<file path="config.mk">
export PLATFORM = sky130hd
export DESIGN_NAME = square_marker_grid_decoder_core
export DESIGN_NICKNAME = d
export VERILOG_FILES = /design/src/rtl/smgd_pkg.sv /design/src/rtl/square_marker_grid_decoder_core.sv /design/src/rtl/smgd_cfg_regs.sv /design/src/rtl/smgd_grid_acc.sv /design/src/rtl/smgd_matcher.sv
export SDC_FILE = /design/constraint.sdc
export NUM_CORES = 1
export LEC_CHECK = 0
export ABC_AREA = 1
export BUFFER_PORTS_ARGS = -buffer_cell sky130_fd_sc_hd__buf_2
export CAP_MARGIN = 10
export CORE_MARGIN = 3
export CORE_UTILIZATION = 30
export CTS_CLUSTER_SIZE = 20
export DETAILED_ROUTE_END_ITERATION = 8
export HOLD_SLACK_MARGIN = 0.15
export PLACE_DENSITY = 0.49
export SKIP_LAST_GASP = 1
export SLEW_MARGIN = 20
export SYNTH_ARGS = -nofsm -noshare
export SYNTH_HDL_FRONTEND = slang
export SYNTH_SLANG_ARGS = --single-unit
</file>
<file path="constraint.sdc">
create_clock -name aclk -period 11.4 [get_ports aclk]
set_input_delay 1.14 -clock aclk [delete_from_list [all_inputs] [get_ports aclk]]
set_output_delay 1.14 -clock aclk [all_outputs]
set_load 0.005 [all_outputs]
</file>
<file path="src/rtl/smgd_pkg.sv">
// Package of the square marker grid decoder: sizes, register codes, shared types
// and the quarter-turn function of the code word.
// No dependencies.
package smgd_pkg;

    // grid geometry
    localparam int GRID_BITS     = 5;
    localparam int CELLS         = GRID_BITS + 2;
    localparam int CODE_BITS     = GRID_BITS * GRID_BITS;
    localparam int MAX_CELL_SIZE = 64;

    // field and register widths
    localparam int PIX_W      = 8;
    localparam int IMG_W      = 9;
    localparam int CSZ_W      = 7;
    localparam int CNT_W      = 13;
    localparam int TYPE_W     = 2;
    localparam int ROT_W      = 2;
    localparam int CFG_IDX_W  = 3;
    localparam int CFG_DATA_W = 25;

    // counter widths derived from the geometry
    localparam int CIC_W      = (MAX_CELL_SIZE > 1) ? $clog2(MAX_CELL_SIZE) : 1;
    localparam int CMP_W      = (CIC_W > CSZ_W) ? CIC_W : CSZ_W;
    localparam int CELL_IDX_W = $clog2(CELLS + 1);

    // reset values of the registers
    localparam logic [IMG_W-1:0]     IMAGE_SIDE_RST = IMG_W'(448);
    localparam logic [CSZ_W-1:0]     CELL_SIZE_RST  = CSZ_W'(64);
    localparam logic [CNT_W-1:0]     LIMIT_RST      = CNT_W'(2048);
    localparam logic [CODE_BITS-1:0] CODE_RST       = '0;

    // register index codes
    typedef enum logic [CFG_IDX_W-1:0] {
        REG_IMAGE_SIDE    = 3'd0,
        REG_CELL_SIZE     = 3'd1,
        REG_WHITE_LIMIT   = 3'd2,
        REG_BORDER_LIMIT  = 3'd3,
        REG_CODE_COIN     = 3'd4,
        REG_CODE_OBSTACLE = 3'd5,
        REG_CODE_PLAYER   = 3'd6
    } cfg_idx_t;

    // marker type codes
    localparam logic [TYPE_W-1:0] TYPE_COIN     = 2'd0;
    localparam logic [TYPE_W-1:0] TYPE_OBSTACLE = 2'd1;
    localparam logic [TYPE_W-1:0] TYPE_PLAYER   = 2'd2;

    // configuration as seen by the datapath
    typedef struct packed {
        logic [IMG_W-1:0]     image_side;
        logic [CSZ_W-1:0]     cell_size;
        logic [CNT_W-1:0]     white_limit;
        logic [CNT_W-1:0]     border_limit;
        logic [CODE_BITS-1:0] code_coin;
        logic [CODE_BITS-1:0] code_obstacle;
        logic [CODE_BITS-1:0] code_player;
    } cfg_t;

    // finished image handed from the accumulator to the matcher
    typedef struct packed {
        logic                 valid;
        logic                 border_ok;
        logic [CODE_BITS-1:0] code;
    } fin_t;

    // one clockwise quarter turn: out(y,x) = in(GRID-1-x, y), MSB is cell (0,0)
    function automatic logic [CODE_BITS-1:0] turn_cw(input logic [CODE_BITS-1:0] code_in);
        logic [CODE_BITS-1:0] res;
        res = '0;
        for (int y = 0; y < GRID_BITS; y++) begin
            for (int x = 0; x < GRID_BITS; x++) begin
                res[CODE_BITS-1-(y*GRID_BITS+x)] =
                    code_in[CODE_BITS-1-((GRID_BITS-1-x)*GRID_BITS+y)];
            end
        end
        return res;
    endfunction

endpackage

</file>
<file path="src/rtl/square_marker_grid_decoder_core.sv">
// Square marker grid decoder, top level.
// Depends on smgd_pkg, smgd_cfg_regs, smgd_grid_acc and smgd_matcher.
//
// Usage:
//   Pixels of a square, binarized, rectified marker image enter on the s_ channel
//   in raster order, one beat per pixel; any nonzero pixel counts as white.
//   The image is split into 7x7 cells; border cells are checked against the
//   border limit and the inner 5x5 cells form a 25-bit code.
//   After the last pixel of an image one result beat leaves on the m_ channel:
//   border check, match flag, marker type, quarter turns and code.
//   Throughput: one pixel per cycle while s_ready is high, also across image boundaries.
//   The result is registered in the finished-image stage and then in the
//   result register before it leaves on the m_ channel.
//   s_ready drops only while the finished-image stage and the result register
//   are both full and m_ready is low; any pixel then waits on the receiver.
//   Configuration writes go through cfg_valid/cfg_ready (always ready), indexed
//   by cfg_index; unknown indexes are dropped. Write them between images.
//   Reset (aresetn low, synchronous) restores the register defaults, clears the
//   position and count state and empties both output stages.
//   After the last pixel of each image the per-image state starts over; registers are kept.
module square_marker_grid_decoder_core
    import smgd_pkg::*;
(
    input  logic                  aclk,
    input  logic                  aresetn,
    input  logic                  cfg_valid,
    output logic                  cfg_ready,
    input  logic [CFG_IDX_W-1:0]  cfg_index,
    input  logic [CFG_DATA_W-1:0] cfg_data,
    input  logic                  s_valid,
    output logic                  s_ready,
    input  logic [PIX_W-1:0]      s_pixel,
    output logic                  m_valid,
    input  logic                  m_ready,
    output logic                  m_border_ok,
    output logic                  m_found,
    output logic [TYPE_W-1:0]     m_marker_type,
    output logic [ROT_W-1:0]      m_rotation,
    output logic [CODE_BITS-1:0]  m_code
);

    cfg_t cfg;
    fin_t fin;
    logic fin_ready;

    // register file
    smgd_cfg_regs u_cfg (
        .aclk      (aclk),
        .aresetn   (aresetn),
        .cfg_valid (cfg_valid),
        .cfg_ready (cfg_ready),
        .cfg_index (cfg_index),
        .cfg_data  (cfg_data),
        .cfg       (cfg)
    );

    // counting and judging
    smgd_grid_acc u_acc (
        .aclk      (aclk),
        .aresetn   (aresetn),
        .cfg       (cfg),
        .s_valid   (s_valid),
        .s_ready   (s_ready),
        .s_pixel   (s_pixel),
        .fin_ready (fin_ready),
        .fin       (fin)
    );

    // matching and result register
    smgd_matcher u_match (
        .aclk          (aclk),
        .aresetn       (aresetn),
        .cfg           (cfg),
        .fin           (fin),
        .fin_ready     (fin_ready),
        .m_valid       (m_valid),
        .m_ready       (m_ready),
        .m_border_ok   (m_border_ok),
        .m_found       (m_found),
        .m_marker_type (m_marker_type),
        .m_rotation    (m_rotation),
        .m_code        (m_code)
    );

endmodule

</file>
<file path="src/rtl/smgd_cfg_regs.sv">
// Configuration register file of the marker decoder.
// Depends on smgd_pkg.
module smgd_cfg_regs
    import smgd_pkg::*;
(
    input  logic                  aclk,
    input  logic                  aresetn,
    input  logic                  cfg_valid,
    output logic                  cfg_ready,
    input  logic [CFG_IDX_W-1:0]  cfg_index,
    input  logic [CFG_DATA_W-1:0] cfg_data,
    output cfg_t                  cfg
);

    cfg_t cfg_reg;

    // writes are always taken
    assign cfg_ready = 1'b1;
    assign cfg       = cfg_reg;

    // register writes; unknown indexes are dropped
    always_ff @(posedge aclk) begin
        if (!aresetn) begin
            cfg_reg.image_side    <= IMAGE_SIDE_RST;
            cfg_reg.cell_size     <= CELL_SIZE_RST;
            cfg_reg.white_limit   <= LIMIT_RST;
            cfg_reg.border_limit  <= LIMIT_RST;
            cfg_reg.code_coin     <= CODE_RST;
            cfg_reg.code_obstacle <= CODE_RST;
            cfg_reg.code_player   <= CODE_RST;
        end else if (cfg_valid) begin
            case (cfg_index)
                REG_IMAGE_SIDE:    cfg_reg.image_side    <= cfg_data[IMG_W-1:0];
                REG_CELL_SIZE:     cfg_reg.cell_size     <= cfg_data[CSZ_W-1:0];
                REG_WHITE_LIMIT:   cfg_reg.white_limit   <= cfg_data[CNT_W-1:0];
                REG_BORDER_LIMIT:  cfg_reg.border_limit  <= cfg_data[CNT_W-1:0];
                REG_CODE_COIN:     cfg_reg.code_coin     <= cfg_data[CODE_BITS-1:0];
                REG_CODE_OBSTACLE: cfg_reg.code_obstacle <= cfg_data[CODE_BITS-1:0];
                REG_CODE_PLAYER:   cfg_reg.code_player   <= cfg_data[CODE_BITS-1:0];
                default: ;
            endcase
        end
    end

endmodule

</file>
<file path="src/rtl/smgd_grid_acc.sv">
// Pixel position tracking, per-cell counting and row judging of the marker decoder.
// Depends on smgd_pkg.
module smgd_grid_acc
    import smgd_pkg::*;
(
    input  logic             aclk,
    input  logic             aresetn,
    input  cfg_t             cfg,
    input  logic             s_valid,
    output logic             s_ready,
    input  logic [PIX_W-1:0] s_pixel,
    input  logic             fin_ready,
    output fin_t             fin
);

    // per-image state
    logic [CNT_W-1:0]      cnt_reg [CELLS];
    logic [CNT_W-1:0]      cnt_next [CELLS];
    logic [CODE_BITS-1:0]  grid_reg, grid_next;
    logic                  border_reg, border_next;
    logic [IMG_W-1:0]      pix_col_reg, pix_col_next;
    logic [IMG_W-1:0]      pix_row_reg, pix_row_next;
    logic [CIC_W-1:0]      col_in_cell_reg, col_in_cell_next;
    logic [CIC_W-1:0]      row_in_cell_reg, row_in_cell_next;
    logic [CELL_IDX_W-1:0] cell_col_reg, cell_col_next;
    logic [CELL_IDX_W-1:0] cell_row_reg, cell_row_next;

    // finished-image stage
    logic                  fin_valid_reg;
    logic                  fin_border_reg;
    logic [CODE_BITS-1:0]  fin_code_reg;

    logic                  accept;
    logic [IMG_W-1:0]      side_m1;
    logic [CSZ_W-1:0]      cs_eff;
    logic [CMP_W-1:0]      cs_m1;
    logic                  end_row, last, row_done, judge, hit;
    logic [CNT_W-1:0]      cnt_inc [CELLS];

    assign s_ready = !fin_valid_reg || fin_ready;
    assign accept  = s_valid && s_ready;

    assign fin.valid     = fin_valid_reg;
    assign fin.border_ok = fin_border_reg;
    assign fin.code      = fin_code_reg;

    // effective sizes: zero acts as one, cell size saturates
    always_comb begin
        side_m1 = (cfg.image_side == '0) ? '0 : cfg.image_side - IMG_W'(1);
        if (cfg.cell_size == '0) begin
            cs_eff = CSZ_W'(1);
        end else if (int'(cfg.cell_size) > MAX_CELL_SIZE) begin
            cs_eff = CSZ_W'(MAX_CELL_SIZE);
        end else begin
            cs_eff = cfg.cell_size;
        end
        cs_m1 = CMP_W'(cs_eff) - CMP_W'(1);
    end

    // position decode
    assign end_row  = pix_col_reg >= side_m1;
    assign last     = end_row && (pix_row_reg >= side_m1);
    assign row_done = CMP_W'(row_in_cell_reg) >= cs_m1;
    assign judge    = end_row && row_done && (cell_row_reg < CELL_IDX_W'(CELLS));
    assign hit      = (cell_col_reg < CELL_IDX_W'(CELLS)) &&
                      (cell_row_reg < CELL_IDX_W'(CELLS)) && (s_pixel != '0);

    // count update and row judging
    always_comb begin
        grid_next   = grid_reg;
        border_next = border_reg;
        for (int c = 0; c < CELLS; c++) begin
            cnt_inc[c] = cnt_reg[c];
            if (hit && cell_col_reg == CELL_IDX_W'(c) && cnt_reg[c] != '1) begin
                cnt_inc[c] = cnt_reg[c] + CNT_W'(1);
            end
            cnt_next[c] = judge ? '0 : cnt_inc[c];
            // border cells
            if (judge && (cell_row_reg == '0 || cell_row_reg == CELL_IDX_W'(CELLS-1) ||
                          c == 0 || c == CELLS-1) && cnt_inc[c] > cfg.border_limit) begin
                border_next = 1'b0;
            end
        end
        // inner cells
        for (int r = 1; r <= GRID_BITS; r++) begin
            for (int c = 1; c <= GRID_BITS; c++) begin
                if (judge && cell_row_reg == CELL_IDX_W'(r) &&
                    cnt_inc[c] > cfg.white_limit) begin
                    grid_next[CODE_BITS-1-((r-1)*GRID_BITS+(c-1))] = 1'b1;
                end
            end
        end
    end

    // position counters
    always_comb begin
        pix_col_next     = pix_col_reg;
        pix_row_next     = pix_row_reg;
        col_in_cell_next = col_in_cell_reg;
        row_in_cell_next = row_in_cell_reg;
        cell_col_next    = cell_col_reg;
        cell_row_next    = cell_row_reg;
        if (end_row) begin
            pix_col_next     = '0;
            col_in_cell_next = '0;
            cell_col_next    = '0;
            pix_row_next     = pix_row_reg + IMG_W'(1);
            if (row_done) begin
                row_in_cell_next = '0;
                if (cell_row_reg < CELL_IDX_W'(CELLS)) begin
                    cell_row_next = cell_row_reg + CELL_IDX_W'(1);
                end
            end else begin
                row_in_cell_next = row_in_cell_reg + CIC_W'(1);
            end
        end else begin
            pix_col_next = pix_col_reg + IMG_W'(1);
            if (CMP_W'(col_in_cell_reg) >= cs_m1) begin
                col_in_cell_next = '0;
                if (cell_col_reg < CELL_IDX_W'(CELLS)) begin
                    cell_col_next = cell_col_reg + CELL_IDX_W'(1);
                end
            end else begin
                col_in_cell_next = col_in_cell_reg + CIC_W'(1);
            end
        end
    end

    // state registers; the last pixel of an image returns them to reset
    always_ff @(posedge aclk) begin
        if (!aresetn || (accept && last)) begin
            for (int c = 0; c < CELLS; c++) begin
                cnt_reg[c] <= '0;
            end
            grid_reg        <= '0;
            border_reg      <= 1'b1;
            pix_col_reg     <= '0;
            pix_row_reg     <= '0;
            col_in_cell_reg <= '0;
            row_in_cell_reg <= '0;
            cell_col_reg    <= '0;
            cell_row_reg    <= '0;
        end else if (accept) begin
            for (int c = 0; c < CELLS; c++) begin
                cnt_reg[c] <= cnt_next[c];
            end
            grid_reg        <= grid_next;
            border_reg      <= border_next;
            pix_col_reg     <= pix_col_next;
            pix_row_reg     <= pix_row_next;
            col_in_cell_reg <= col_in_cell_next;
            row_in_cell_reg <= row_in_cell_next;
            cell_col_reg    <= cell_col_next;
            cell_row_reg    <= cell_row_next;
        end
    end

    // finished-image stage valid
    always_ff @(posedge aclk) begin
        if (!aresetn) begin
            fin_valid_reg <= 1'b0;
        end else if (accept && last) begin
            fin_valid_reg <= 1'b1;
        end else if (fin_ready) begin
            fin_valid_reg <= 1'b0;
        end
    end

    // finished-image payload
    always_ff @(posedge aclk) begin
        if (accept && last) begin
            fin_border_reg <= border_next;
            fin_code_reg   <= grid_next;
        end
    end

endmodule

</file>
<file path="src/rtl/smgd_matcher.sv">
// Rotation matcher and result register of the marker decoder.
// Depends on smgd_pkg.
module smgd_matcher
    import smgd_pkg::*;
(
    input  logic                 aclk,
    input  logic                 aresetn,
    input  cfg_t                 cfg,
    input  fin_t                 fin,
    output logic                 fin_ready,
    output logic                 m_valid,
    input  logic                 m_ready,
    output logic                 m_border_ok,
    output logic                 m_found,
    output logic [TYPE_W-1:0]    m_marker_type,
    output logic [ROT_W-1:0]     m_rotation,
    output logic [CODE_BITS-1:0] m_code
);

    logic                 m_valid_reg;
    logic                 border_ok_reg;
    logic                 found_reg, found_next;
    logic [TYPE_W-1:0]    type_reg, type_next;
    logic [ROT_W-1:0]     rot_reg, rot_next;
    logic [CODE_BITS-1:0] code_reg, code_next;
    logic [CODE_BITS-1:0] turned [4];

    assign fin_ready     = !m_valid_reg || m_ready;
    assign m_valid       = m_valid_reg;
    assign m_border_ok   = border_ok_reg;
    assign m_found       = found_reg;
    assign m_marker_type = type_reg;
    assign m_rotation    = rot_reg;
    assign m_code        = code_reg;

    // all four rotations are pure wiring
    assign turned[0] = fin.code;
    assign turned[1] = turn_cw(turned[0]);
    assign turned[2] = turn_cw(turned[1]);
    assign turned[3] = turn_cw(turned[2]);

    // first match wins: rotation order, then coin, obstacle, player
    always_comb begin
        found_next = 1'b0;
        type_next  = TYPE_COIN;
        rot_next   = '0;
        code_next  = fin.code;
        if (fin.border_ok) begin
            for (int r = 0; r < 4; r++) begin
                if (!found_next) begin
                    if (turned[r] == cfg.code_coin) begin
                        found_next = 1'b1;
                        type_next  = TYPE_COIN;
                    end else if (turned[r] == cfg.code_obstacle) begin
                        found_next = 1'b1;
                        type_next  = TYPE_OBSTACLE;
                    end else if (turned[r] == cfg.code_player) begin
                        found_next = 1'b1;
                        type_next  = TYPE_PLAYER;
                    end
                    if (found_next) begin
                        rot_next  = ROT_W'(r);
                        code_next = turned[r];
                    end
                end
            end
        end
    end

    // result valid
    always_ff @(posedge aclk) begin
        if (!aresetn) begin
            m_valid_reg <= 1'b0;
        end else if (fin.valid && fin_ready) begin
            m_valid_reg <= 1'b1;
        end else if (m_ready) begin
            m_valid_reg <= 1'b0;
        end
    end

    // result payload
    always_ff @(posedge aclk) begin
        if (fin.valid && fin_ready) begin
            border_ok_reg <= fin.border_ok;
            found_reg     <= found_next;
            type_reg      <= type_next;
            rot_reg       <= rot_next;
            code_reg      <= code_next;
        end
    end

endmodule

</file>
==> results.txt <==
Main synth FF type -> sky130_fd_sc_hd__dfxtp_1
Clock root buffer -> sky130_fd_sc_hd__clkbuf_16
Transition time of the tightest slew-check pin -> 1160 ps
Nature of the critical path startpoint -> flop
Unrepaired setup endpoints after global routing -> no
Clock net sink count -> 329
Total overflow reported by the global router -> 0
Count of max-cap constraint violations -> 0
Floorplan die area -> 86,600 um^2
Worst-path clk slew -> 60 ps
Initial Utilization -> 0.303
Proportion of netlist area held by the largest area contributor -> 0.178
Detail-routed net length per standard cell -> 18.3 um
Drt total wl -> 82,200 um
Type of the tightest min-delay check -> flop to flop
Peak supply drop -> 0.0733 mV
Fin worst setup slack -> 6190 ps
Distinct cell type count after synthesis -> 54
Max Fanout on Critical Path -> 62
Number of inserted filler cells in the final layout -> 8,875
Via count -> 22,100
TritonCTS buffer count -> 43
Port Buffers -> 73
Category of the critical setup timing path -> flop to flop
Post-detailed-route DRC marker count -> 0
Layout-stage area growth over the synthesis result -> 9.49%
Most common library cell in the layout ignoring fill and taps -> sky130_fd_sc_hd__nand2_1
Number of I/O pins -> 75
Status -> complete, no violations
Commonest non-fill, non-tap cells in the layout -> sky130_fd_sc_hd__nand2_1 (642), sky130_fd_sc_hd__nor2_1 (398), sky130_fd_sc_hd__inv_1 (385)
Number of antenna violations at the first check in global routing -> 3
Pwr dens -> 112 nW/um^2
Gate count of the mapped netlist -> 3,422
FP Rows -> 105
Routability Congestion -> 0.911
Number of nets produced by synthesis -> 3,666
Endpoints failing hold -> 0
Warnings from Yosys -> 0
Final Critical Period -> 5210 ps
Endpoint arrival time on the critical path -> 5430 ps
Post-place setup slack -> 5960 ps
Source-to-sink clock delay at the later pin of the worst-skew pair -> 600 ps
Lkg Pwr -> 12.0 nW
Slew Viols, Final -> 0
Core region area -> 82,200 um^2
Flip-flop count of the largest register, all copies and words added -> 117
Worst max-slew margin expressed relative to the limit -> 0.229
Max H-tree Level -> 2
Length of the first detailed-routing pass in iterations -> 5
Number of flops mapped to enable cells by yosys -> 148
Count of state elements after synthesis -> 329
Total power draw -> 3.07 mW
Post-layout nets -> 3,636
Required time of the worst setup path -> 11,610 ps
Antenna Violating Nets Remaining -> 0
Post-CTS setup-driven buffer insertion count -> 0
Share of synthesized area occupied by flip-flops and latches -> 0.323
Count of cells resized by post-cts repair -> 0
Post-detailed-placement half-perimeter wirelength -> 57,700 um
Setup TNS -> 0 ps
Ratio of final minimum period to clock period -> 0.457
Die Y -> 294 um
Drt via density -> 4.91
Count of routing violations after the opening detailed-route iteration -> 1,787
TritonCTS clock tree -> done
Post-synth top area cell -> sky130_fd_sc_hd__edfxtp_1
Category of the worst setup path capture point -> flop
GRT Total Usage -> 0.185
Netlist area before placement -> 24,900 um^2
Maximum clock rate -> 0.192 GHz
Via count of the first global-routing pass -> 20,400
Hold-fix buffer count after cts -> 0
Hold slack -> 472 ps
Ratio of cells with drive above 1 in the final layout -> 0.0730
Final Setup Violations -> 0
Avg Synthesized Cell Area -> 7.29 um^2
Horiz. Die Dim -> 294 um
Largest net degree at the start of global routing -> 81
Post-synthesis async set-or-reset flop share -> 0
Final clock skew -> 34.1 ps
Largest buffer count on any clock path -> 3
Wire length of the first global-routing pass -> 124,000 um
Top cells by area, synth -> sky130_fd_sc_hd__edfxtp_1 (18%), sky130_fd_sc_hd__dfxtp_1 (15%), sky130_fd_sc_hd__ha_1 (10%)
==> metrics by stage <==
stage	utilization	instance area, um^2	std cells
2_1_floorplan	-	24900	3422
3_3_place_gp	0.315	25900	4417
3_5_place_dp	0.315	25900	4417
4_1_cts	0.332	27300	4497
5_1_grt	0.332	27300	4497
6_report	0.332	27300	4499
==> layout make-up <==
type                    instances  area [um^2]  share of cell area
multi-input cells            2493        14300               0.523
flip-flops and latches        329         8070               0.295
inverters                     420         1580              0.0578
well taps                    1070         1340              0.0490
clock buffers                  55         1190              0.0438
repair buffers                105          608              0.0223
clock inverters                25          225             0.00825
diodes                          2         5.00            0.000183
==> layer usage <==
layer  vias to the layer above  share of wire  global-route usage  wire length (um)
met5                         -              0                   0                 0
met4                         0          0.027              0.0534              2190
met3                       110          0.071              0.0322              5840
met2                       624           0.43               0.283             35000
met1                     10200           0.48               0.267             39100
li1                      11100              -                   -                 -
==> Yosys cell counts (5+ instances only) <==
| master | instances |
|---|---|
| sky130_fd_sc_hd__nand2_2 | 8 |
| sky130_fd_sc_hd__buf_6 | 22 |
| sky130_fd_sc_hd__clkbuf_1 | 64 |
| sky130_fd_sc_hd__nand4_1 | 97 |
| sky130_fd_sc_hd__nor3b_1 | 5 |
| sky130_fd_sc_hd__inv_2 | 33 |
| sky130_fd_sc_hd__nand3_2 | 8 |
| sky130_fd_sc_hd__nand3b_1 | 6 |
| sky130_fd_sc_hd__buf_4 | 29 |
| sky130_fd_sc_hd__buf_1 | 7 |
| sky130_fd_sc_hd__o211ai_1 | 10 |
| sky130_fd_sc_hd__o21ai_1 | 7 |
| sky130_fd_sc_hd__a21oi_1 | 243 |
| sky130_fd_sc_hd__ha_1 | 203 |
| sky130_fd_sc_hd__clkbuf_2 | 5 |
| sky130_fd_sc_hd__xnor2_1 | 160 |
| sky130_fd_sc_hd__o21ai_0 | 224 |
| sky130_fd_sc_hd__nor3_1 | 50 |
| sky130_fd_sc_hd__nand2_1 | 642 |
| sky130_fd_sc_hd__inv_1 | 386 |
| sky130_fd_sc_hd__xor2_1 | 144 |
| sky130_fd_sc_hd__or2_2 | 7 |
| sky130_fd_sc_hd__dfxtp_1 | 181 |
| sky130_fd_sc_hd__nand3_1 | 217 |
| sky130_fd_sc_hd__nor4_1 | 25 |
| sky130_fd_sc_hd__buf_2 | 53 |
| sky130_fd_sc_hd__edfxtp_1 | 148 |
| sky130_fd_sc_hd__nor2_1 | 399 |
==> power by group <==
group / total [mW] / switching [mW] / internal [mW]
clock: 1.38 / 0.585 / 0.794
combinational: 0.376 / 0.245 / 0.131
sequential: 1.31 / 0.0420 / 1.27
==> critical path, stage by stage, from the launching register on <==
cell and delay (ps):
sky130_fd_sc_hd__dfxtp_1 310, sky130_fd_sc_hd__inv_1 80, sky130_fd_sc_hd__ha_1 200, sky130_fd_sc_hd__nand2_1 110, sky130_fd_sc_hd__nor3_1 410, sky130_fd_sc_hd__inv_1 180
sky130_fd_sc_hd__o21ai_0 210, sky130_fd_sc_hd__ha_1 210, sky130_fd_sc_hd__nand2_1 50, sky130_fd_sc_hd__nor3_1 220, sky130_fd_sc_hd__nand3b_1 130, sky130_fd_sc_hd__nand4_2 230
sky130_fd_sc_hd__nand2_2 250, sky130_fd_sc_hd__inv_2 270, sky130_fd_sc_hd__nand2_1 140, sky130_fd_sc_hd__nand2_1 400, sky130_fd_sc_hd__nor2_2 180, sky130_fd_sc_hd__inv_4 420
sky130_fd_sc_hd__buf_4 710
==> worst paths after layout <==
path	depth (start not counted)	from	to	slack (ps)
setup / recovery	18	u_cfg.cfg[108]$_SDFFE_PN0P_	u_acc.cnt_reg[5][10]$_SDFFCE_PP0P_	6190
hold / removal	2	u_acc.grid_reg[14]$_SDFFE_PP0P_	u_acc.grid_reg[14]$_SDFFE_PP0P_	470
setup reg to reg	18	u_cfg.cfg[108]$_SDFFE_PN0P_	u_acc.cnt_reg[5][10]$_SDFFCE_PP0P_	6190
hold reg to reg	2	u_acc.grid_reg[14]$_SDFFE_PP0P_	u_acc.grid_reg[14]$_SDFFE_PP0P_	470
==> logic make-up after synthesis <==
family	after synthesis	synth area share
xor+xnor	305	0.107
other cells	1	0.000150
flops	329	0.323
fa+ha+maj	203	0.102
compound gates	506	0.106
buf+inv	600	0.104
simple gates	1478	0.257
No activity file was read; power rests on OpenSTA's default activity.
